[src/design/stochastic_oscillator_histogram_unit_assert.svh]
// Assertion macros for the stochastic oscillator histogram unit.
// Each macro takes a label, an antecedent, a consequent and a message.
// The clock is clk and the reset is rst in every module that uses them.
`ifndef STOCHASTIC_OSCILLATOR_HISTOGRAM_UNIT_ASSERT_SVH
`define STOCHASTIC_OSCILLATOR_HISTOGRAM_UNIT_ASSERT_SVH
`ifndef SYNTHESIS
`define SOHU_ASSERT_SAME(lbl, ante, cons, msg) \
  lbl: assert property (@(posedge clk) disable iff (rst) (ante) |-> (cons)) else $error(msg);
`define SOHU_ASSERT_NEXT(lbl, ante, cons, msg) \
  lbl: assert property (@(posedge clk) disable iff (rst) (ante) |=> (cons)) else $error(msg);
`else
`define SOHU_ASSERT_SAME(lbl, ante, cons, msg)
`define SOHU_ASSERT_NEXT(lbl, ante, cons, msg)
`endif
`endif

[src/design/sho_price_cell.sv]
`default_nettype none
module sho_price_cell #(
  parameter int PB = 32
) (
  input  wire logic          clk,
  input  wire logic          push,
  input  wire logic          rot,
  input  wire logic [PB-1:0] push_d,
  input  wire logic [PB-1:0] rot_d,
  output logic      [PB-1:0] q
);

  // A push moves every price one place older; a rotation moves it one place
  // toward the head of the ring.
  always_ff @(posedge clk) begin
    if (push) begin
      q <= push_d;
    end else if (rot) begin
      q <= rot_d;
    end
  end

endmodule
`default_nettype wire

[config.mk]
export PLATFORM = sky130hd
export DESIGN_NAME = sho_price_cell
export DESIGN_NICKNAME = d
export VERILOG_FILES = /design/src/design/stochastic_oscillator_histogram_unit_assert.svh /design/src/design/sho_price_cell.sv
export SDC_FILE = /design/constraint.sdc
export NUM_CORES = 1
export LEC_CHECK = 0
export BUFFER_PORTS_ARGS = -buffer_cell sky130_fd_sc_hd__buf_2
export CORE_UTILIZATION = 37
export DETAILED_ROUTE_END_ITERATION = 16
export PLACE_DENSITY = 0.8
export SETUP_SLACK_MARGIN = 0.15
export SYNTH_ARGS = -nofsm -noshare
export SYNTH_HDL_FRONTEND = slang
export SYNTH_SLANG_ARGS = --single-unit
[constraint.sdc]
create_clock -name clk -period 1.7 [get_ports clk]
set_input_delay 0.34 -clock clk [delete_from_list [all_inputs] [get_ports clk]]
set_output_delay 0.34 -clock clk [all_outputs]
set_load 0.02 [all_outputs]
[After elaboration in Yosys (flattened, before gate mapping)]
Cells that the tools add are included.
Word-level totals
  register bits: 32
  input port bits: 67
  output and inout bits: 32
  logic and storage cells: 4
Cells by class
  multiplexer cells: 2
  reduce and logical (&&, ||, !) cells: 1
Operator list (count)
  two-way mux 32 bit: 2
  nonzero test 2 bit: 1

[Longest topological paths before layout]
Gate-level depths: netlist (run 1).
  depth in word-level cells: 2
  mapped depth: 3
  mapped depth without buffers: 1

[Worst setup path before layout (run 1)]
Ideal clock, no wire load.
  path type: in2reg
  start point: input port push
  end point: register q[0], enable pin
  setup time: 0.390 ns
  arrival time: 1.362 ns
  data required time: 1.310 ns
  slack: -0.053 ns
  stages on the path: 3
  buffers on the path: 2
  path through: buf_6 buf_12 or2_1
On the way
  word-level cells in the longest chain between the ends: 1
RTL lines
  start: declaration: line sho_price_cell.sv:6  | input wire logic push,
  nonzero test 2 bit (no line)
  end signal: assignment: line sho_price_cell.sv:17  | q <= push_d;
  end signal: assignment: line sho_price_cell.sv:19  | q <= rot_d;
  end: declaration: line sho_price_cell.sv:10  | output logic [PB-1:0] q
No other way between the ends.
A chain may end at the register's enable or synchronous reset.

[Worst setup path after layout (run 1)]
  start point: register q[24]
  end point: output port q[24]
No word-level cell between the ends.

==> impl_metrics.env, run 1 <==
export IMPL_maxCapViolations=0
export IMPL_finalCriticalPeriod_ns=1.19
export IMPL_clock_power_share_pct=28.0
export IMPL_crit_fanout=1
export IMPL_fin_util_pct=55.3
export IMPL_postCtsResizedCells=0
export IMPL_htree_levels=2
export IMPL_clk_pin_slew_worst_paths_ns=0.06
export IMPL_power_density_mw_per_mm2=929
export IMPL_rsz0062_at_grt="false"
export IMPL_ys_ff_latch=32
export IMPL_grt_pass1_vias=970
export IMPL_worstPathRequired_ns=1.36
export IMPL_post_route_drc_count=0
export IMPL_setup_viol=0
export IMPL_fmaxAchievable_mhz=838
export IMPL_tritoncts="built"
export IMPL_outcome="complete, no violations"
export IMPL_hold_end="q[19]"
export IMPL_netlist_area_mm2=0.00151
export IMPL_overflow=0
export IMPL_switchingPower_mw=0.488
export IMPL_worstMarginPinSlew_ns=0.727
export IMPL_clk_path_buf_depth=2
export IMPL_drive_gt1_share_pct=80.3
export IMPL_p_sw_share_pct=25.2
export IMPL_rows=22
export IMPL_hold_path_depth=2
export IMPL_layout_nets=239
export IMPL_crit_path_end_kind="output pin"
export IMPL_synth_nets=136
export IMPL_largest_register_ffs=32
export IMPL_diodes=0
export IMPL_numCtsBuffers=5
export IMPL_top_regs="q x32"
export IMPL_ctsHoldBuffers=0
export IMPL_pwr_share_seq_pct=51.0
export IMPL_crit_arrival_ns=0.85
export IMPL_fin_crit_sh_pct=70.2
export IMPL_worstHoldStart="push_d[19]"
export IMPL_path_depth=1
export IMPL_die_area_mm2=0.00433
export IMPL_root_buffer="clkbuf_8"
export IMPL_cts_sinks=32
export IMPL_peakVddDrop_uv=484
export IMPL_core_area_mm2=0.00377
export IMPL_ys_seq_area_share_pct=63.7
export IMPL_antenna_found_initial=0
export IMPL_drv_slew=0
export IMPL_track_usage_pct=13.8
export IMPL_hold_viol_final=0
export IMPL_fin_setup_tns_ns=0
export IMPL_ant_nets=0
export IMPL_cts_setup_buffers=0
export IMPL_combPwrFrac_pct=21.0
export IMPL_grt_max_degree=33
export IMPL_path_cells="buf_2"
export IMPL_holdCritPathClass="in2reg"
export IMPL_slew_limit_headroom_pct=51.5
export IMPL_wl_um=2780
export IMPL_p_int_mw=1.45
export IMPL_yosysWarnings=0
export IMPL_gp_congestion=0.732
export IMPL_io_buffers=98
export IMPL_crit_slowest_cell="edfxtp_1"
export IMPL_top_register="q"
export IMPL_yosysUniqueCellTypes=6
export IMPL_grt_pass1_wl_um=4110
export IMPL_startpoint_type="flip-flop"
export IMPL_area_growth_pct=38.3
export IMPL_cpPeakStageDelay_ns=0.40
export IMPL_vias=982
export IMPL_start_util_pct=40.0
export IMPL_die_h_um=65.8
export IMPL_avgViaCountPerCell=4.44
export IMPL_path_buf_inv=1
export IMPL_cp_top_family="flip-flops"
export IMPL_dr_first_iter_drc_count=20
export IMPL_synthCells=69
export IMPL_wl_per_cell_um=12.6
export IMPL_critPathKind="reg2out"
export IMPL_ioPinCount=99
export IMPL_synth_area_per_cell_um2=21.9
export IMPL_p_leak_nw=1.01
export IMPL_dr_pass1_iters=3
export IMPL_die_x_um=65.8
==> metal layers <==
layer,track usage (%),up-vias,wire [um]
li1,-,473,-
met2,24.0,52,1460
met4,8.15,0,71
met5,0,-,0
met3,8.10,7,275
met1,12.1,450,970
==> cells in the mapped netlist, drive strengths merged <==
| master | n | area share, % |
|---|---|---|
| buf | 4 | 4.7 |
| edfxtp | 32 | 64 |
| mux2 | 32 | 31 |
| or2 | 1 | 0.42 |
==> power by group through the flow <==
stage / Clock (mW) / Sequential [mW] / Combinational, mW
after detailed placement: 0 / 1.01 / 0.412
after global placement: 0 / 1.00 / 0.406
final: 0.542 / 0.989 / 0.406
after global routing: 0.597 / 0.996 / 0.434
after CTS: 0.565 / 0.990 / 0.413
after floorplan: 0 / 1.12 / 0.140
==> layout by cell type, fill, tap and decap left out, drive strengths merged <==
cell and instances:
edfxtp 32, clkinv 1, clkbuf 6, or2 1, clkinvlp 1, buf 100
mux2 32
==> area by class of cell <==
| type | instances | area [um^2] |
|---|---|---|
| Fill cell | 335 | 1690 |
| Tap cell | 48 | 60.1 |
| Clock inverter | 2 | 11.3 |
| Clock buffer | 6 | 72.6 |
| Multi-Input combinational cell | 33 | 475 |
| Sequential cell | 32 | 961 |
| Timing Repair Buffer | 100 | 505 |
==> worst max-delay path by stage <==
stage,startpoint,to,slack (ns)
final,q[24],q[24],0.51
after global routing,q[31],q[31],0.48
after CTS,q[24],q[24],0.51
after detailed placement,push,q[5],0.25
after global placement,push,q[28],0.29
after floorplan,push,q[0],0.25
==> logic make-up (layout without fill, tap and decap cells) <==
group	count (synthesis)	count (layout)	share of synthesized area, %
buffers and inverters	4	108	4.73
and+or+nand+nor	1	1	0.415
muxes	32	32	31.1
DFF	32	32	63.7
==> through the flow <==
step | worst slack, ns | instance area, um^2 | hold WS, ns | power [mW] | instances
finish | 0.506 | 2090 | 0.357 | 1.94 | 221
global route | 0.480 | 2090 | 0.345 | 2.03 | 221
CTS | 0.508 | 2090 | 0.345 | 1.97 | 221
detailed placement | 0.246 | 2000 | 0.643 | 1.42 | 213
global placement | 0.285 | 2000 | 0.641 | 1.41 | 213
floorplan | 0.246 | 1510 | 0.557 | 1.26 | 69
No activity file was read; power rests on OpenSTA's default activity.
==> run 2: changes to the inputs <==
--- a/config.mk
+++ b/config.mk
@@ -6,9 +6,9 @@
 export NUM_CORES = 1
 export LEC_CHECK = 0
 export BUFFER_PORTS_ARGS = -buffer_cell sky130_fd_sc_hd__buf_2
-export CORE_UTILIZATION = 37
+export CORE_UTILIZATION = 41
 export DETAILED_ROUTE_END_ITERATION = 16
-export PLACE_DENSITY = 0.8
+export PLACE_DENSITY = 0.83
 export SETUP_SLACK_MARGIN = 0.15
 export SYNTH_ARGS = -nofsm -noshare
 export SYNTH_HDL_FRONTEND = slang
==> constraint.sdc (replaced) <==
create_clock -name clk -period 1.2 [get_ports clk]
set_input_delay 0.24 -clock clk [delete_from_list [all_inputs] [get_ports clk]]
set_output_delay 0.24 -clock clk [all_outputs]
set_load 0.02 [all_outputs]
==> run 2 against run 1 <==
Net effect: worst setup slack got worse by 0.38 ns; via count rose by 1.6%; count of clock-buffer cells in the layout did not move; combinational power rose by 65%; utilization rose by 9.2 points; first-iteration DRC count fell by 30%; die area fell by 9.5%; sequential share of layout area fell by 2.8 points; cell count did not move; sequential cell count did not move.
==> impl_metrics.env, run 2 (same netlist as run 1, synthesis figures left out) <==
export IMPL_outcome="complete, no violations"
export IMPL_cts_sinks=32
export IMPL_seqCellArea_um2=961
export IMPL_die_h_um=62.6
export IMPL_wl_per_cell_um=13.9
export IMPL_drive_gt1_share_pct=81.1
export IMPL_htree_levels=2
export IMPL_final_cell_area_mm2=0.00222
export IMPL_path_buf_inv=1
export IMPL_root_buffer="clkbuf_8"
export IMPL_clk_path_buf_depth=2
export IMPL_ioPinCount=99
export IMPL_hold_slack_ns=0.261
export IMPL_die_x_um=62.6
export IMPL_wl_um=3080
export IMPL_setup_viol=0
export IMPL_cp_top_family="flip-flops"
export IMPL_gp_congestion=0.639
export IMPL_top_register="q"
export IMPL_track_usage_pct=16.7
export IMPL_clk_pin_slew_worst_paths_ns=0.06
export IMPL_rows=21
export IMPL_tritoncts="built"
export IMPL_multi_input_area_um2=478
export IMPL_rsz0062_at_grt="true"
export IMPL_core_area_mm2=0.00344
export IMPL_dp_hpwl_um=2370
export IMPL_avgViaCountPerCell=4.52
export IMPL_slew_limit_headroom_pct=71.3
export IMPL_layout_common_cells="buf_2 (79), edfxtp_1 (32), mux2_4 (29)"
export IMPL_grt_max_degree=33
export IMPL_grt_pass1_vias=1065
export IMPL_area_growth_pct=47.3
export IMPL_numCtsBuffers=5
export IMPL_crit_arrival_ns=0.84
export IMPL_critPathKind="reg2out"
export IMPL_cpPeakStageDelay_ns=0.41
export IMPL_crit_slowest_cell="edfxtp_1"
export IMPL_drv_slew=0
export IMPL_fin_crit_sh_pct=89.7
export IMPL_maxCapViolations=0
export IMPL_antenna_found_initial=0
export IMPL_ant_nets=0
export IMPL_worstPathRequired_ns=0.96
export IMPL_post_route_drc_count=0
export IMPL_diodes=0
export IMPL_dr_pass1_iters=4
export IMPL_hold_viol_final=0
export IMPL_overflow=0
export IMPL_p_total_mw=2.84
export IMPL_path_cells="buf_6"
export IMPL_worstMarginPinSlew_ns=0.431
export IMPL_largest_register_ffs=32
export IMPL_peakVddDrop_uv=653
export IMPL_start_util_pct=43.8
export IMPL_fillers=256
export IMPL_top_regs="q x32"
export IMPL_vias=998
export IMPL_crit_path_end_kind="output pin"
export IMPL_dr_first_iter_drc_count=14
export IMPL_io_buffers=98
export IMPL_layout_nets=242
export IMPL_fmaxAchievable_mhz=929
export IMPL_die_area_mm2=0.00392
export IMPL_power_density_mw_per_mm2=1280
export IMPL_finalCriticalPeriod_ns=1.08
export IMPL_crit_fanout=1
export IMPL_holdCritPathClass="in2reg"
export IMPL_grt_pass1_wl_um=4800
export IMPL_mostFrequentLayoutCell="buf_2"
export IMPL_p_leak_nw=1.07
export IMPL_startpoint_type="flip-flop"
export IMPL_placed_area_mm2=0.00202
[run 2: worst paths after layout]
check	startpoint	endpoint	slack, ns	depth (start not counted)
max	q[0]	q[0]	0.12	1
min	rot_d[10]	q[10]	0.26	2
[run 2: final cells by class]
class,instances,share of cell area [%]
clock inverter,1,0.225
sequential,32,43.3
multi-input combinational,33,21.5
clock buffer,6,3.27
tap,46,2.59
timing repair buffer,103,29.1
[run 2: metal layers]
layer  global-route usage [%]  routed length, um  up-vias  share of wire (%)
met3                     4.56                209        5                6.8
li1                         -                  -      478                  -
met4                     10.5                 39        0                1.3
met2                     30.4               1720       59                 56
met5                        0                  0        -                  0
met1                     16.5               1110      456                 36
[run 2: what timing repair did]
item,CTS,global route
setup endpoints to repair,16,32
hold buffers,0,0
setup buffers,0,0
pin swaps,0,0
gates resized for setup,4,34
[run 2: stage by stage]
stage / setup TNS (ns) / worst slack [ns] / instances / utilization [%]
2_1_floorplan: 0 / 0.0603 / 69 / -
3_3_place_gp: -0.161 / -0.0146 / 214 / 58.8
3_5_place_dp: -0.970 / -0.0691 / 214 / 58.8
4_1_cts: 0 / 0.117 / 221 / 61.4
5_1_grt: 0 / 0.0911 / 221 / 64.5
6_report: 0 / 0.124 / 221 / 64.5
[run 2: where the power goes]
part / total (mW) / internal, mW / leakage (nW) / switching, mW
combinational: 0.671 / 0.368 / 0.703 / 0.304
clock: 0.746 / 0.393 / 0.0410 / 0.353
sequential: 1.42 / 1.38 / 0.326 / 0.0475
total: 2.84 / 2.14 / 1.07 / 0.704
==> run 3: changes to the inputs <==
==> constraint.sdc (replaced) <==
create_clock -name clk -period 1.2 [get_ports clk]
set_input_delay 0.12 -clock clk [delete_from_list [all_inputs] [get_ports clk]]
set_output_delay 0.12 -clock clk [all_outputs]
set_load 0.02 [all_outputs]
==> run 3 against run 2 <==
Net effect: global-route usage down 0.89 points; count of clock-buffer cells in the layout up 1; clock power about the same; sequential share of layout area up 1.3 points; utilization down 1.9 points; critical path depth unchanged; die area unchanged; sequential cell count unchanged; via count up 0.60%; highest routed layer unchanged.
==> impl_metrics.env, run 3 (same netlist as run 1, synthesis figures left out) <==
export IMPL_outcome="complete, no violations"
export IMPL_root_buffer="clkbuf_8"
export IMPL_antenna_found_initial=0
export IMPL_fin_crit_sh_pct=78.3
export IMPL_fin_cells=222
export IMPL_cts_setup_buffers=0
export IMPL_path_buf_inv=1
export IMPL_hold_path_depth=2
export IMPL_top_register="q"
export IMPL_crit_path_end_kind="output pin"
export IMPL_postCtsResizedCells=0
export IMPL_finalCriticalPeriod_ns=0.939
export IMPL_start_util_pct=43.8
export IMPL_diodes=0
export IMPL_grt_pass1_wl_um=4550
export IMPL_numCtsBuffers=5
export IMPL_dr_first_iter_drc_count=20
export IMPL_largest_register_ffs=32
export IMPL_avgViaCountPerCell=4.52
export IMPL_clk_pin_slew_worst_paths_ns=0.06
export IMPL_rsz0062_at_grt="false"
export IMPL_hold_viol_final=0
export IMPL_crit_arrival_ns=0.82
export IMPL_dp_hpwl_um=2250
export IMPL_cp_top_family="flip-flops"
export IMPL_critPathKind="reg2out"
export IMPL_dp_cells=214
export IMPL_power_density_mw_per_mm2=1280
export IMPL_place_ws_ns=0.0897
export IMPL_io_buffers=98
export IMPL_cts_sinks=32
export IMPL_area_growth_pct=42.9
export IMPL_dr_pass1_iters=4
export IMPL_fmaxAchievable_mhz=1060
export IMPL_final_cell_area_mm2=0.00215
export IMPL_ctsHoldBuffers=0
export IMPL_slew_limit_headroom_pct=88.6
export IMPL_setup_viol=0
export IMPL_p_leak_nw=1.05
export IMPL_layout_setup_ws_ns=0.261
export IMPL_layout_nets=242
export IMPL_path_cells="buf_2"
export IMPL_tritoncts="built"
export IMPL_worstHoldStart="rot_d[15]"
export IMPL_die_h_um=62.6
export IMPL_peakVddDrop_uv=621
export IMPL_grt_pass1_vias=982
export IMPL_drive_gt1_share_pct=80.1
export IMPL_vias=1004
export IMPL_wl_per_cell_um=12.8
export IMPL_layout_common_cells="buf_2 (98), edfxtp_1 (32), mux2_4 (29)"
export IMPL_fin_setup_tns_ns=0
export IMPL_die_area_mm2=0.00392
export IMPL_worstPathRequired_ns=1.08
export IMPL_drv_slew=0
export IMPL_startpoint_type="flip-flop"
export IMPL_rows=21
export IMPL_gp_congestion=0.684
export IMPL_clk_path_buf_depth=2
export IMPL_ant_nets=0
export IMPL_worstMarginPinSlew_ns=0.172
export IMPL_track_usage_pct=15.8
export IMPL_hold_end="q[15]"
export IMPL_ioPinCount=99
export IMPL_top_regs="q x32"
export IMPL_crit_slowest_cell="edfxtp_1"
export IMPL_htree_levels=2
export IMPL_fin_util_pct=62.6
export IMPL_post_route_drc_count=0
export IMPL_wl_um=2850
export IMPL_grt_max_degree=20
export IMPL_core_area_mm2=0.00344
export IMPL_cpPeakStageDelay_ns=0.38
export IMPL_maxCapViolations=0
export IMPL_crit_fanout=1
export IMPL_mostFrequentLayoutCell="buf_2"
export IMPL_die_x_um=62.6
export IMPL_holdCritPathClass="in2reg"
export IMPL_placed_area_mm2=0.00207
export IMPL_fillers=265
export IMPL_overflow=0
## run 3: cell count changes in the layout (fill, tap and decap cells not counted), sizes merged
cell	before	now
clkbuf	6	7
## run 3: layer usage
metal	up-vias	global-route usage [%]	routed length, um
li1	480	-	-
met1	451	17.4	1060
met2	65	26.6	1500
met3	8	5.66	223
met4	0	8.14	68
met5	-	0	0
## run 3: where the power goes
part / switching [mW] / internal, mW
combinational: 0.303 / 0.304
clock: 0.345 / 0.402
sequential: 0.0284 / 1.37
total: 0.677 / 2.08
## run 3: final cells by class
type / count / area [um^2] / area share, %
clock buffers: 7 / 76.3 / 3.54
clock inverters: 1 / 3.75 / 0.174
multi-input cells: 33 / 478 / 22.2
flip-flops and latches: 32 / 961 / 44.6
well taps: 46 / 57.6 / 2.67
repair buffers: 103 / 578 / 26.8
## run 3: worst max path at each step
stage,from,end,slack [ns],cells past startpoint
after detailed placement,push,q[28],0.09,4
after global placement,push,q[7],0.10,4
after global routing,q[4],q[4],0.22,1
final,q[6],q[6],0.26,1
after floorplan,push,q[0],0.15,3
after CTS,q[29],q[29],0.24,1
## run 3: metrics by stage
stage	hold slack [ns]	total power, mW
floorplan	0.337	1.79
global placement	0.422	2.02
detailed placement	0.425	2.04
CTS	0.134	2.79
global route	0.132	2.88
finish	0.142	2.76
