**src/design/stochastic_oscillator_histogram_unit_assert.svh**
```systemverilog
// Assertion macros for the stochastic oscillator histogram unit.
// Each macro takes a label, an antecedent, a consequent and a message.
// The clock is clk and the reset is rst in every module that uses them.
`ifndef STOCHASTIC_OSCILLATOR_HISTOGRAM_UNIT_ASSERT_SVH
`define STOCHASTIC_OSCILLATOR_HISTOGRAM_UNIT_ASSERT_SVH
`ifndef SYNTHESIS
`define SOHU_ASSERT_SAME(lbl, ante, cons, msg) \
  lbl: assert property (@(posedge clk) disable iff (rst) (ante) |-> (cons)) else $error(msg);
`define SOHU_ASSERT_NEXT(lbl, ante, cons, msg) \
  lbl: assert property (@(posedge clk) disable iff (rst) (ante) |=> (cons)) else $error(msg);
`else
`define SOHU_ASSERT_SAME(lbl, ante, cons, msg)
`define SOHU_ASSERT_NEXT(lbl, ante, cons, msg)
`endif
`endif

```
**src/design/sho_lane.sv**
```systemverilog
`default_nettype none
module sho_lane #(
  parameter int PB  = 32,
  parameter int IDX = 0,
  parameter int TW  = 6,
  parameter int KW  = 6,
  parameter int CW  = 8
) (
  input  wire logic          clk,
  input  wire logic          en,
  input  wire logic [TW-1:0] age,
  input  wire logic [KW-1:0] kc,
  input  wire logic [PB-1:0] price,
  output logic      [PB-1:0] cur,
  output logic      [PB-1:0] lo,
  output logic      [PB-1:0] hi
);

  logic [CW-1:0] age_w;
  logic [CW-1:0] first_w;
  logic [CW-1:0] end_w;

  assign age_w   = CW'(age);
  assign first_w = CW'(IDX);
  assign end_w   = CW'(IDX) + CW'(kc);

  // The window of this lane covers ages IDX up to IDX + kc - 1.
  always_ff @(posedge clk) begin
    if (en) begin
      if (age_w == first_w) begin
        cur <= price;
        lo  <= price;
        hi  <= price;
      end else if (age_w > first_w && age_w < end_w) begin
        if (price < lo) lo <= price;
        if (price > hi) hi <= price;
      end
    end
  end

endmodule
`default_nettype wire

```
**config.mk**
```make
export PLATFORM = sky130hd
export DESIGN_NAME = sho_lane
export DESIGN_NICKNAME = d
export VERILOG_FILES = /design/src/design/stochastic_oscillator_histogram_unit_assert.svh /design/src/design/sho_lane.sv
export SDC_FILE = /design/constraint.sdc
export NUM_CORES = 1
export LEC_CHECK = 0
export BUFFER_PORTS_ARGS = -buffer_cell sky130_fd_sc_hd__buf_4
export CORE_ASPECT_RATIO = 0.7
export CORE_UTILIZATION = 50
export CTS_CLUSTER_SIZE = 20
export DETAILED_ROUTE_END_ITERATION = 10
export GPL_TIMING_DRIVEN = 0
export PLACE_DENSITY = 0.83
export SKIP_LAST_GASP = 1
export SLEW_MARGIN = 20
export SYNTH_ARGS = -nofsm -noshare
export SYNTH_HDL_FRONTEND = slang
export SYNTH_SLANG_ARGS = --single-unit
```
**constraint.sdc**
```tcl
create_clock -name clk -period 8.13 [get_ports clk]
set_input_delay 1.626 -clock clk [delete_from_list [all_inputs] [get_ports clk]]
set_output_delay 1.626 -clock clk [all_outputs]
set_load 0.01 [all_outputs]
```
* Word-level counts from Yosys, hierarchy flattened
Cells that the tools add are included.
** Storage, ports and cells
- Input port bits :: 46
- Logic and storage cells :: 21
- Output and inout port bits :: 96
- Register bits :: 96
** Cells by class
- Order comparisons :: 4
- Multiplexer cells :: 6
- Reductions and logical operators :: 8
** Operator list (number)
- 2-to-1 mux 32 bit :: 6
- greater-than comparator 32 bit :: 1
- less-than comparator 32 bit :: 1
- logical NOT 8 bit :: 1
- greater-than comparator 6 x 1 -> 1 bit (second input constant) :: 1
- less-than comparator 6 bit :: 1
- AND reduction 3 bit :: 2
- nonzero test 2 bit :: 3
- AND reduction 2 bit :: 1
- logical AND 1 bit :: 1

* Longest topological paths before layout
Gate-level depths: netlist (run 1).
- Word-level depth :: 4
- Gate-level depth with buffers :: 7
- Gate-level depth less buffers :: 7

* Worst setup path before layout (run 1)
Ideal clock, no wire load.
- Kind :: input -> register
- From :: in price[25]
- To :: reg lo[0], enable pin
- Cell stages on the path :: 6
- Data arrival time :: 5352 ps
- Data required time :: 7660 ps
- Setup slack :: 2308 ps
- Buffers on the path :: 0
- Setup time :: 470 ps
- Cells stage by stage :: ha_1 > a21o_1 > a221o_1 > a2111oi_2 > o211ai_1 > o31ai_1
** On the way
- Longest elaborated chain between the ends :: 3
** RTL lines
- start: declaration :: RTL line sho_lane.sv:13 : input wire logic [PB-1:0] price,
- less-than comparator 32 bit :: RTL line sho_lane.sv:35 : if (price < lo) lo <= price;
- nonzero test 2 bit (no line)
- AND reduction 3 bit (no line)
- end signal: assignment :: RTL line sho_lane.sv:32 : lo <= price;
- end signal: assignment :: RTL line sho_lane.sv:35
- end: declaration :: RTL line sho_lane.sv:15 : output logic [PB-1:0] lo,
Every way passes these cells.
A chain may end at the register's enable or synchronous reset.

* Worst setup path in the final report (run 1)
- From :: in price[14]
- To :: reg hi[17], enable pin
** On the way
- Longest elaborated chain between the ends :: 3
** RTL lines
- greater-than comparator 32 bit :: RTL line sho_lane.sv:36 : if (price > hi) hi <= price;
- nonzero test 2 bit (no line)
- AND reduction 3 bit (no line)
- end signal: assignment :: RTL line sho_lane.sv:33 : hi <= price;
- end signal: assignment :: RTL line sho_lane.sv:36
- end: declaration :: RTL line sho_lane.sv:16 : output logic [PB-1:0] hi
Every way passes these cells.

==> results_dict.tcl, run 1 <==
set metrics [dict create \
    outcome "finished clean" \
    diodes 0 \
    dp_worst_setup_slack_ns 3.664 \
    drv_cap 0 \
    vdd_drop_max_mv 0.1781 \
    final_layout_size_suffix_gt1_share_pct 32.28 \
    ant_nets 0 \
    yosysUniqueCellTypes 30 \
    grt_max_degree 33 \
    syn-mean-instance-area_sq_um 13.44 \
    cts_sinks 96 \
    powerDensity_mw_per_mm2 184.8 \
    cts_setup_buffers 0 \
    die-area_sq_mm 0.009669 \
    synth_common_cells "edfxtp_1 (96), inv_1 (72), ha_1 (68)" \
    final-max-slew-violation-count 0 \
    setup_viol 0 \
    final_cells 625 \
    drt_wl_total_um 10660 \
    insertion_delay_ns 0.34 \
    rsz0062_at_grt "false" \
    power_leakage_nw 2.830 \
    crit_path_max_fanout 12 \
    synth_top_area_cell "edfxtp_1" \
    synth_flop_cell "edfxtp_1" \
    cts_buffers 9 \
    hold_viol_final 0 \
    ys_warn_count 0 \
    hold_ws_ns 1.177 \
    dp_cells 610 \
    tightestPinTransition_ns 0.8132 \
    drt_iter0_drc 151 \
    gp_congestion 0.8096 \
    fmax_mhz 236.0 \
    grt_pass1_vias 3263 \
    synthArstFlopShare_pct 0 \
    clk_pin_slew_ns 0.06 \
    core_area_sq_mm 0.008723 \
    seqPwrFrac_pct 50.6 \
    root_buffer "clkbuf_16" \
    cts_hold_buf 0 \
    cp.required_ns 8.17 \
    start_util_pct 53.16 \
    period_share_pct 52.13 \
    worstSetupEndpointType "flop" \
    vias_per_cell 5.168 \
    boundaryPins 142 \
    routedWlPerCell_um 17.05 \
    syn-cell-area_sq_mm 0.004637 \
    hpwl_um 8093 \
    switching_share_pct 23.28 \
    crit_type "in2reg" \
    port_buffers 141 \
    p_sw_uw 266.9 \
    clkPwrFrac_pct 35.4 \
    synth_area_leaders "edfxtp_1 (62%), ha_1 (18%), inv_1 (5.8%)" \
    drtPass1Iterations 4 \
    seq_area_frac_synth_pct 62.17 \
    die_h_um 82.57 \
    slew_headroom_pct 44.38 \
    cts_buffer_depth 2 \
    area_delta_synth_final_pct 33.81 \
    antenna_found_initial 0 \
    die-width_um 117.1 \
    synth.net_count 459 \
    vias 3230 \
    grt_first_pass_wirelength_um 16190 \
    htree_levels 3 \
    drc_errors 0 \
    hold_path_class "reg2reg" \
    grt-ovfl-total 0 \
    synth-edff-count 96 \
    fin_worst_skew_ns 0.005682 \
    post_cts_resized 0 \
    synthCells 345 \
    final_core_util_pct 71.13 \
    final_nets 615 \
    cp.arrival_ns 4.28 \
    rows 28 \
    critPathLaunchType "input pin" \
    timing.setup.tns_ns 0 \
    worst_slack_ns 3.892 \
    num-fill-cells 611 \
    synth_most_common_cell "edfxtp_1" \
    p_comb_share_pct 14.0 \
    fin_crit_ns 4.238 \
    synth_seq_cells 96 \
    grt_usage_pct 23.26 \
    netlist.area_leader.share_pct 62.17 \
    intPower_uw 879.6 \
    cts_tree "built" \
]
## cell type report
class / instances / area [sq um] / area share, %
multi-input combinational: 177 / 1515 / 24.42
clock inverter: 4 / 46.29 / 0.7461
tap: 120 / 150.1 / 2.420
clock buffer: 11 / 232.7 / 3.751
timing repair buffer: 145 / 1107 / 17.85
inverter: 72 / 270.3 / 4.356
sequential: 96 / 2883 / 46.46
## sequential cells by signal (all words and copies together), names as in the netlist
name,count
hi,32
lo,32
cur,32
## final timing paths
| check | startpoint | endpoint | slack, ns | depth (start not counted) |
|---|---|---|---|---|
| worst max-delay path | price[14] | hi[17]$_DFFE_PP_ | 3.89 | 7 |
| worst min-delay path | lo[31]$_DFFE_PP_ | lo[26]$_DFFE_PP_ | 1.18 | 5 |
| worst max register to register | hi[14]$_DFFE_PP_ | hi[17]$_DFFE_PP_ | 4.89 | 7 |
| worst min register to register | lo[31]$_DFFE_PP_ | lo[26]$_DFFE_PP_ | 1.18 | 5 |
## routing by layer
metal / up-vias / part of all wire [%] / GRT usage (%)
met4: 0 / 1.4 / 7.215
met5: - / 0 / 0
li1: 1573 / - / -
met2: 115 / 46 / 38.28
met1: 1526 / 45 / 29.76
met3: 16 / 7.3 / 7.080
## per-stage QoR
step | total power, mW | instance area, sq um
after global placement | 0.7405 | 5846
final | 1.146 | 6205
after floorplan | 0.6656 | 4637
after detailed placement | 0.7509 | 5926
after global routing | 1.190 | 6205
after CTS | 1.155 | 6205
## critical path, stage by stage
cell and delay [ns]:
buf_4 0.13, ha_1 0.32, nand4_1 0.22, a2111oi_0 0.77
o31ai_1 0.22, a311oi_4 0.70, buf_6 0.28
## power groups by stage
stage / clock network (mW) / logic, mW / registers (mW)
6_report: 0.406 / 0.161 / 0.580
5_1_grt: 0.428 / 0.181 / 0.582
4_1_cts: 0.412 / 0.162 / 0.580
3_5_place_dp: 0 / 0.161 / 0.590
3_3_place_gp: 0 / 0.147 / 0.593
2_1_floorplan: 0 / 0.0656 / 0.600
## cells by family (layout without fill, tap and decap cells)
logic type                 after synthesis  after routing  share of synthesized area [%]
and+or+nand+nor                         52             52                          5.801
buffers and inverters                   72            232                          5.828
AOI/OAI and AO/OA                       57             57                          7.852
DFF                                     96             96                          62.17
adders and majority gates               68             68                          18.35
## layout by cell type, fill, tap and decap left out, types with 2 or more instances in the layout
| master | synthesis | routed |
|---|---|---|
| clkbuf_1 | 0 | 2 |
| nand2b_1 | 2 | 2 |
| a21o_1 | 3 | 3 |
| a2111oi_0 | 3 | 3 |
| buf_6 | 0 | 3 |
| a21boi_0 | 2 | 2 |
| nand2_1 | 19 | 19 |
| buf_4 | 0 | 141 |
| or4_1 | 3 | 3 |
| o21ai_0 | 8 | 8 |
| nand3_1 | 3 | 3 |
| inv_1 | 72 | 71 |
| ha_1 | 68 | 68 |
| nor4_1 | 2 | 2 |
| nor2_1 | 7 | 7 |
| nand4_1 | 10 | 10 |
| a21oi_1 | 26 | 26 |
| o21a_1 | 2 | 2 |
| clkbuf_16 | 0 | 9 |
| o211ai_1 | 2 | 2 |
| a211oi_1 | 3 | 3 |
| edfxtp_1 | 96 | 96 |
| a221o_1 | 2 | 2 |
(Power assumes the default switching activity.)
==> run 2: changes to the inputs <==
Settings changed: ABC_AREA set to 1.
Clock period 8.13 ns to 3.9 ns, I/O delays scaled along.
==> results_dict.tcl, run 2 <==
set metrics [dict create \
    cts_buffer_depth 2 \
    outcome "finished clean" \
    grt_usage_pct 21.75 \
    final_common_cell "buf_4" \
    drt_wl_total_um 10190 \
    cts_sinks 96 \
    root_buffer "clkbuf_16" \
    drtPass1Iterations 4 \
    yosysUniqueCellTypes 18 \
    crit_start "age[5]" \
    rows 29 \
    worstReg2RegStart "hi[7]$_DFFE_PP_" \
    syn-cell-area_sq_mm 0.004751 \
    grt_use_met2_pct 34.97 \
    synth-edff-count 96 \
    period_share_pct 76.56 \
    synthArstFlopShare_pct 0 \
    area_delta_synth_final_pct 32.76 \
    cp.required_ns 3.95 \
    antenna_found_initial 0 \
    power.total_mw 2.407 \
    num-fill-cells 696 \
    port_buffers 141 \
    synthAdderAreaFrac_pct 17.91 \
    fmax_mhz 334.9 \
    drc_errors 0 \
    grt_first_pass_wirelength_um 16420 \
    synthSimpleGateAreaFrac_pct 9.903 \
    synth_flop_cell "edfxtp_1" \
    seq_area_frac_synth_pct 60.68 \
    cts_buffers 9 \
    final-max-slew-violation-count 0 \
    fin_worst_skew_ns 0.005157 \
    hold_depth 1 \
    crit_type "in2reg" \
    die-width_um 118.5 \
    rsz0062_at_grt "false" \
    routedWlPerCell_um 14.74 \
    synth_most_common_cell "edfxtp_1" \
    gp_congestion 0.7944 \
    met1_usage_pct 28.97 \
    netlist.area_leader.share_pct 60.68 \
    vias_per_cell 4.822 \
    top_regs "cur: 32 flops, hi: 32 flops, lo: 32 flops" \
    grt_max_degree 34 \
    powerDensity_mw_per_mm2 381.6 \
    vdd_drop_max_mv 0.3375 \
    boundaryPins 142 \
    cts_setup_buffers 0 \
    insertion_delay_ns 0.34 \
    cts_tree "built" \
    cts_hold_buf 0 \
    synth.net_count 523 \
    power_leakage_nw 3.049 \
    clk_pin_slew_ns 0.06 \
    hp-start "price[0]" \
    synthMuxAreaShare_pct 0 \
    hold_path_class "in2reg" \
    synth_common_cells "edfxtp_1 (96), inv_1 (91), nand2_1 (80)" \
    syn-mean-instance-area_sq_um 11.62 \
    critPathLaunchType "input pin" \
    core_area_sq_mm 0.009144 \
    dp_cells 676 \
    htree_levels 3 \
    post_cts_resized 0 \
    synth_compound_area_share_pct 4.161 \
    reg2reg_depth 15 \
    setup_viol 0 \
    synthCells 409 \
    vias 3332 \
    ant_nets 0 \
    crit_path_max_fanout 33 \
    drt_iter0_drc 207 \
    synthXorXnorAreaFrac_pct 0 \
    busiest_layer "met2" \
    ys_warn_count 0 \
    drv_cap 0 \
    hold_viol_final 0 \
    final_nets 677 \
    met3_usage_pct 6.489 \
    synth_area_leaders "edfxtp_1 (61%), ha_1 (18%), inv_1 (7.2%)" \
    hpwl_um 7610 \
    fin_crit_ns 2.986 \
    synth_top_family_by_area "adder cells" \
    worstSetupEndpointType "flop" \
    die-area_sq_mm 0.009902 \
    slew_headroom_pct 30.40 \
    grt_pass1_vias 3344 \
    cp.arrival_ns 3.03 \
    synth_seq_cells 96 \
    start_util_pct 51.96 \
    final_layout_size_suffix_gt1_share_pct 28.75 \
    grt-ovfl-total 0 \
    tightestPinTransition_ns 1.042 \
    synth_top_area_cell "edfxtp_1" \
    die_h_um 83.56 \
    layout_common_cells "buf_4 (141), edfxtp_1 (96), inv_1 (89)" \
    final_cells 691 \
    diodes 0 \
]
==> run 2: changes by cell type in the layout (fill, tap and decap cells not counted), moves of 6 or more <==
cell / before / now
inv_1: 71 / 89
nand2_1: 19 / 80
nand4_1: 10 / 4
nor2_1: 7 / 19
==> run 2: critical path, cell delays in order <==
cell and delay (ns):
buf_4 0.11, nor4_1 0.24, nor3b_2 0.22, inv_2 0.08, nor2_4 0.79, inv_2 0.06, nand2_2 0.11, nand2_1 0.06
inv_2 0.35, buf_16 0.22
==> run 2: power breakdown <==
part	total, mW	switching, mW	internal (mW)
Sequential	1.21	0.0208	1.19
Clock	0.858	0.364	0.494
Combinational	0.340	0.187	0.154
==> run 2: final timing paths <==
kind / end / slack, ns
worst max-delay path: hi[5]$_DFFE_PP_ / 0.91
worst min-delay path: cur[0]$_DFFE_PP_ / 0.64
worst max register to register: hi[5]$_DFFE_PP_ / 1.55
worst min register to register: lo[20]$_DFFE_PP_ / 1.29
==> run 2: final cells by class <==
| cell class | instances | area, sq um | share of cell area, % |
|---|---|---|---|
| flip-flops and latches | 96 | 2883 | 45.71 |
| clock buffers | 10 | 229.0 | 3.630 |
| clock inverters | 5 | 58.81 | 0.9324 |
| inverters | 93 | 349.1 | 5.535 |
| multi-input cells | 220 | 1519 | 24.08 |
| repair buffers | 143 | 1114 | 17.66 |
| well taps | 124 | 155.1 | 2.460 |
==> run 2: cell families (layout without fill, tap and decap cells) <==
| logic type | after synthesis | after routing |
|---|---|---|
| buffers and inverters | 93 | 251 |
| AO/OA/AOI/OAI | 38 | 38 |
| AND/OR/NAND/NOR | 114 | 114 |
| flip-flops | 96 | 96 |
| adder cells (fa/ha/maj) | 68 | 68 |
==> run 2: stage by stage <==
step	cell area [sq um]	hold slack, ns	TNS [ns]	util, %	setup slack, ns
finish	6307	0.6397	0	68.98	0.9143
detailed placement	6020	0.9867	0	65.83	0.4884
global route	6307	0.6368	0	68.98	0.7163
global placement	5964	0.9841	-5.388	65.23	-0.08651
CTS	6307	0.6319	0	68.98	0.8523
floorplan	4751	0.8789	0	-	0.8881
==> run 2: routing by layer <==
metal / wire length [um] / share of wire (%)
met1: 4687 / 46
met3: 639 / 6.3
met5: 0 / 0
met2: 4765 / 47
met4: 92 / 0.90
==> run 3: changes to the inputs <==
Settings changed: ABC_AREA 1 to 0.
Clock period 3.9 ns to 2.75 ns, I/O delays scaled along.
==> results_dict.tcl, run 3 (same netlist as run 1, synthesis figures left out) <==
set metrics [dict create \
    cts_tree "built" \
    power.total_mw 3.618 \
    cts_buffer_depth 2 \
    cts_hold_buf 0 \
    hold_path_class "in2reg" \
    insertion_delay_ns 0.34 \
    outcome "finished clean" \
    final_core_util_pct 73.97 \
    r2r-end "lo[26]$_DFFE_PP_" \
    hold_depth 1 \
    core_area_sq_mm 0.008723 \
    grt_pass1_vias 3245 \
    drc_errors 0 \
    crit_type "reg2reg" \
    gp_congestion 0.7675 \
    die_h_um 82.57 \
    cts_buffers 9 \
    timing.setup.tns_ns 0 \
    clk_pin_slew_ns 0.06 \
    port_buffers 141 \
    num-fill-cells 583 \
    cp.arrival_ns 2.76 \
    setup_viol 0 \
    grt_max_degree 33 \
    routedWlPerCell_um 17.00 \
    vias_per_cell 5.161 \
    layout_common_cells "buf_4 (144), edfxtp_1 (96), inv_1 (71)" \
    boundaryPins 142 \
    antenna_found_initial 0 \
    top_regs "cur: 32 flops, hi: 32 flops, lo: 32 flops" \
    min_to "lo[0]$_DFFE_PP_" \
    critPathLaunchType "flop" \
    worstSetupEndpointType "flop" \
    r2r_setup_slack_ns 0.09 \
    hp-start "price[0]" \
    cts_sinks 96 \
    diodes 0 \
    grt_usage_pct 23.02 \
    reg2reg_depth 9 \
    rows 28 \
    fin_crit_ns 2.658 \
    drtPass1Iterations 4 \
    start_util_pct 53.16 \
    fin_worst_skew_ns 0.006830 \
    final-max-slew-violation-count 0 \
    period_share_pct 96.65 \
    final_layout_size_suffix_gt1_share_pct 35.83 \
    hpwl_um 8180 \
    worst_slack_ns 0.09219 \
    grt-ovfl-total 0 \
    powerDensity_mw_per_mm2 560.7 \
    dp_worst_setup_slack_ns -0.4900 \
    vias 3241 \
    cp.required_ns 2.85 \
    area_delta_synth_final_pct 39.15 \
    crit_path_max_fanout 11 \
    die-width_um 117.1 \
    multi_input_comb_area_sq_mm 0.001674 \
    power_leakage_nw 2.874 \
    ant_nets 0 \
    hold_viol_final 0 \
    drt_iter0_drc 125 \
    regArea_sq_mm 0.002883 \
    fmax_mhz 376.2 \
    slew_headroom_pct 46.80 \
    htree_levels 3 \
    final_nets 618 \
    grt_first_pass_wirelength_um 15920 \
    vdd_drop_max_mv 0.5502 \
    tightestPinTransition_ns 0.7968 \
    die-area_sq_mm 0.009669 \
    final_common_cell "buf_4" \
    root_buffer "clkbuf_16" \
    drv_cap 0 \
    drt_wl_total_um 10680 \
    worstReg2RegStart "lo[30]$_DFFE_PP_" \
]
[run 3: cell types whose count changed in the layout (fill, tap and decap cells not counted), sizes merged, moves of 3 or more]
cell and change:
buf +5, a21oi -3, a211oi +3, nor2 -13
nand2 -62, inv -21, nand4 +6, a2111oi +4
or4 +3
[run 3: routing by layer]
| layer | global-route usage, % | vias to the layer above | wire [um] |
|---|---|---|---|
| li1 | - | 1580 | - |
| met1 | 28.22 | 1548 | 4628 |
| met2 | 38.58 | 108 | 5105 |
| met3 | 9.708 | 5 | 882 |
| met4 | 4.304 | 0 | 62 |
| met5 | 0 | - | 0 |
[run 3: how the worst max path moves through the flow]
stage          cells after the start  slack [ns]               end        startpoint
2_1_floorplan                      6       -0.27   lo[0]$_DFFE_PP_         price[26]
3_3_place_gp                       7       -1.10  lo[14]$_DFFE_PP_         price[26]
3_5_place_dp                       8       -0.49  lo[19]$_DFFE_PP_         price[26]
4_1_cts                            9        0.04  lo[23]$_DFFE_PP_  lo[30]$_DFFE_PP_
5_1_grt                            9      -0.002  lo[24]$_DFFE_PP_  lo[30]$_DFFE_PP_
6_report                           9        0.09  lo[26]$_DFFE_PP_  lo[30]$_DFFE_PP_
[run 3: metrics by stage]
stage               instance area, sq um  cells  hold WS (ns)
detailed placement                  6078    610        0.7720
global placement                    6018    606        0.7658
finish                              6452    628        0.4203
floorplan                           4810    345        0.6489
CTS                                 6435    628        0.4173
global route                        6452    628        0.4094
[run 3: critical path, stage by stage (launching register included)]
cell and delay (ns):
edfxtp_1 0.35, inv_1 0.05, ha_1 0.31, and4_1 0.26, nand4_1 0.19, or4_1 0.62, a211oi_2 0.24, o31ai_4 0.08
buf_4 0.16, buf_8 0.15
[run 3: what timing repair did]
item	in CTS	in global routing
pin swaps	2	1
resized for setup	0	2
buffers inserted	3	0
hold endpoints to repair	0	0
setup endpoints to repair	55	22
[run 3: layout make-up]
type,instances,share of cell area [%]
inverter,72,4.188
timing repair buffer,148,17.68
sequential,96,44.68
clock inverter,6,1.687
multi-input combinational,177,25.95
tap,120,2.327
clock buffer,9,3.490
[run 3: where the power goes]
part | internal, mW | switching, mW
Combinational | 0.239 | 0.274
Sequential | 1.68 | 0.0283
Clock | 0.880 | 0.513
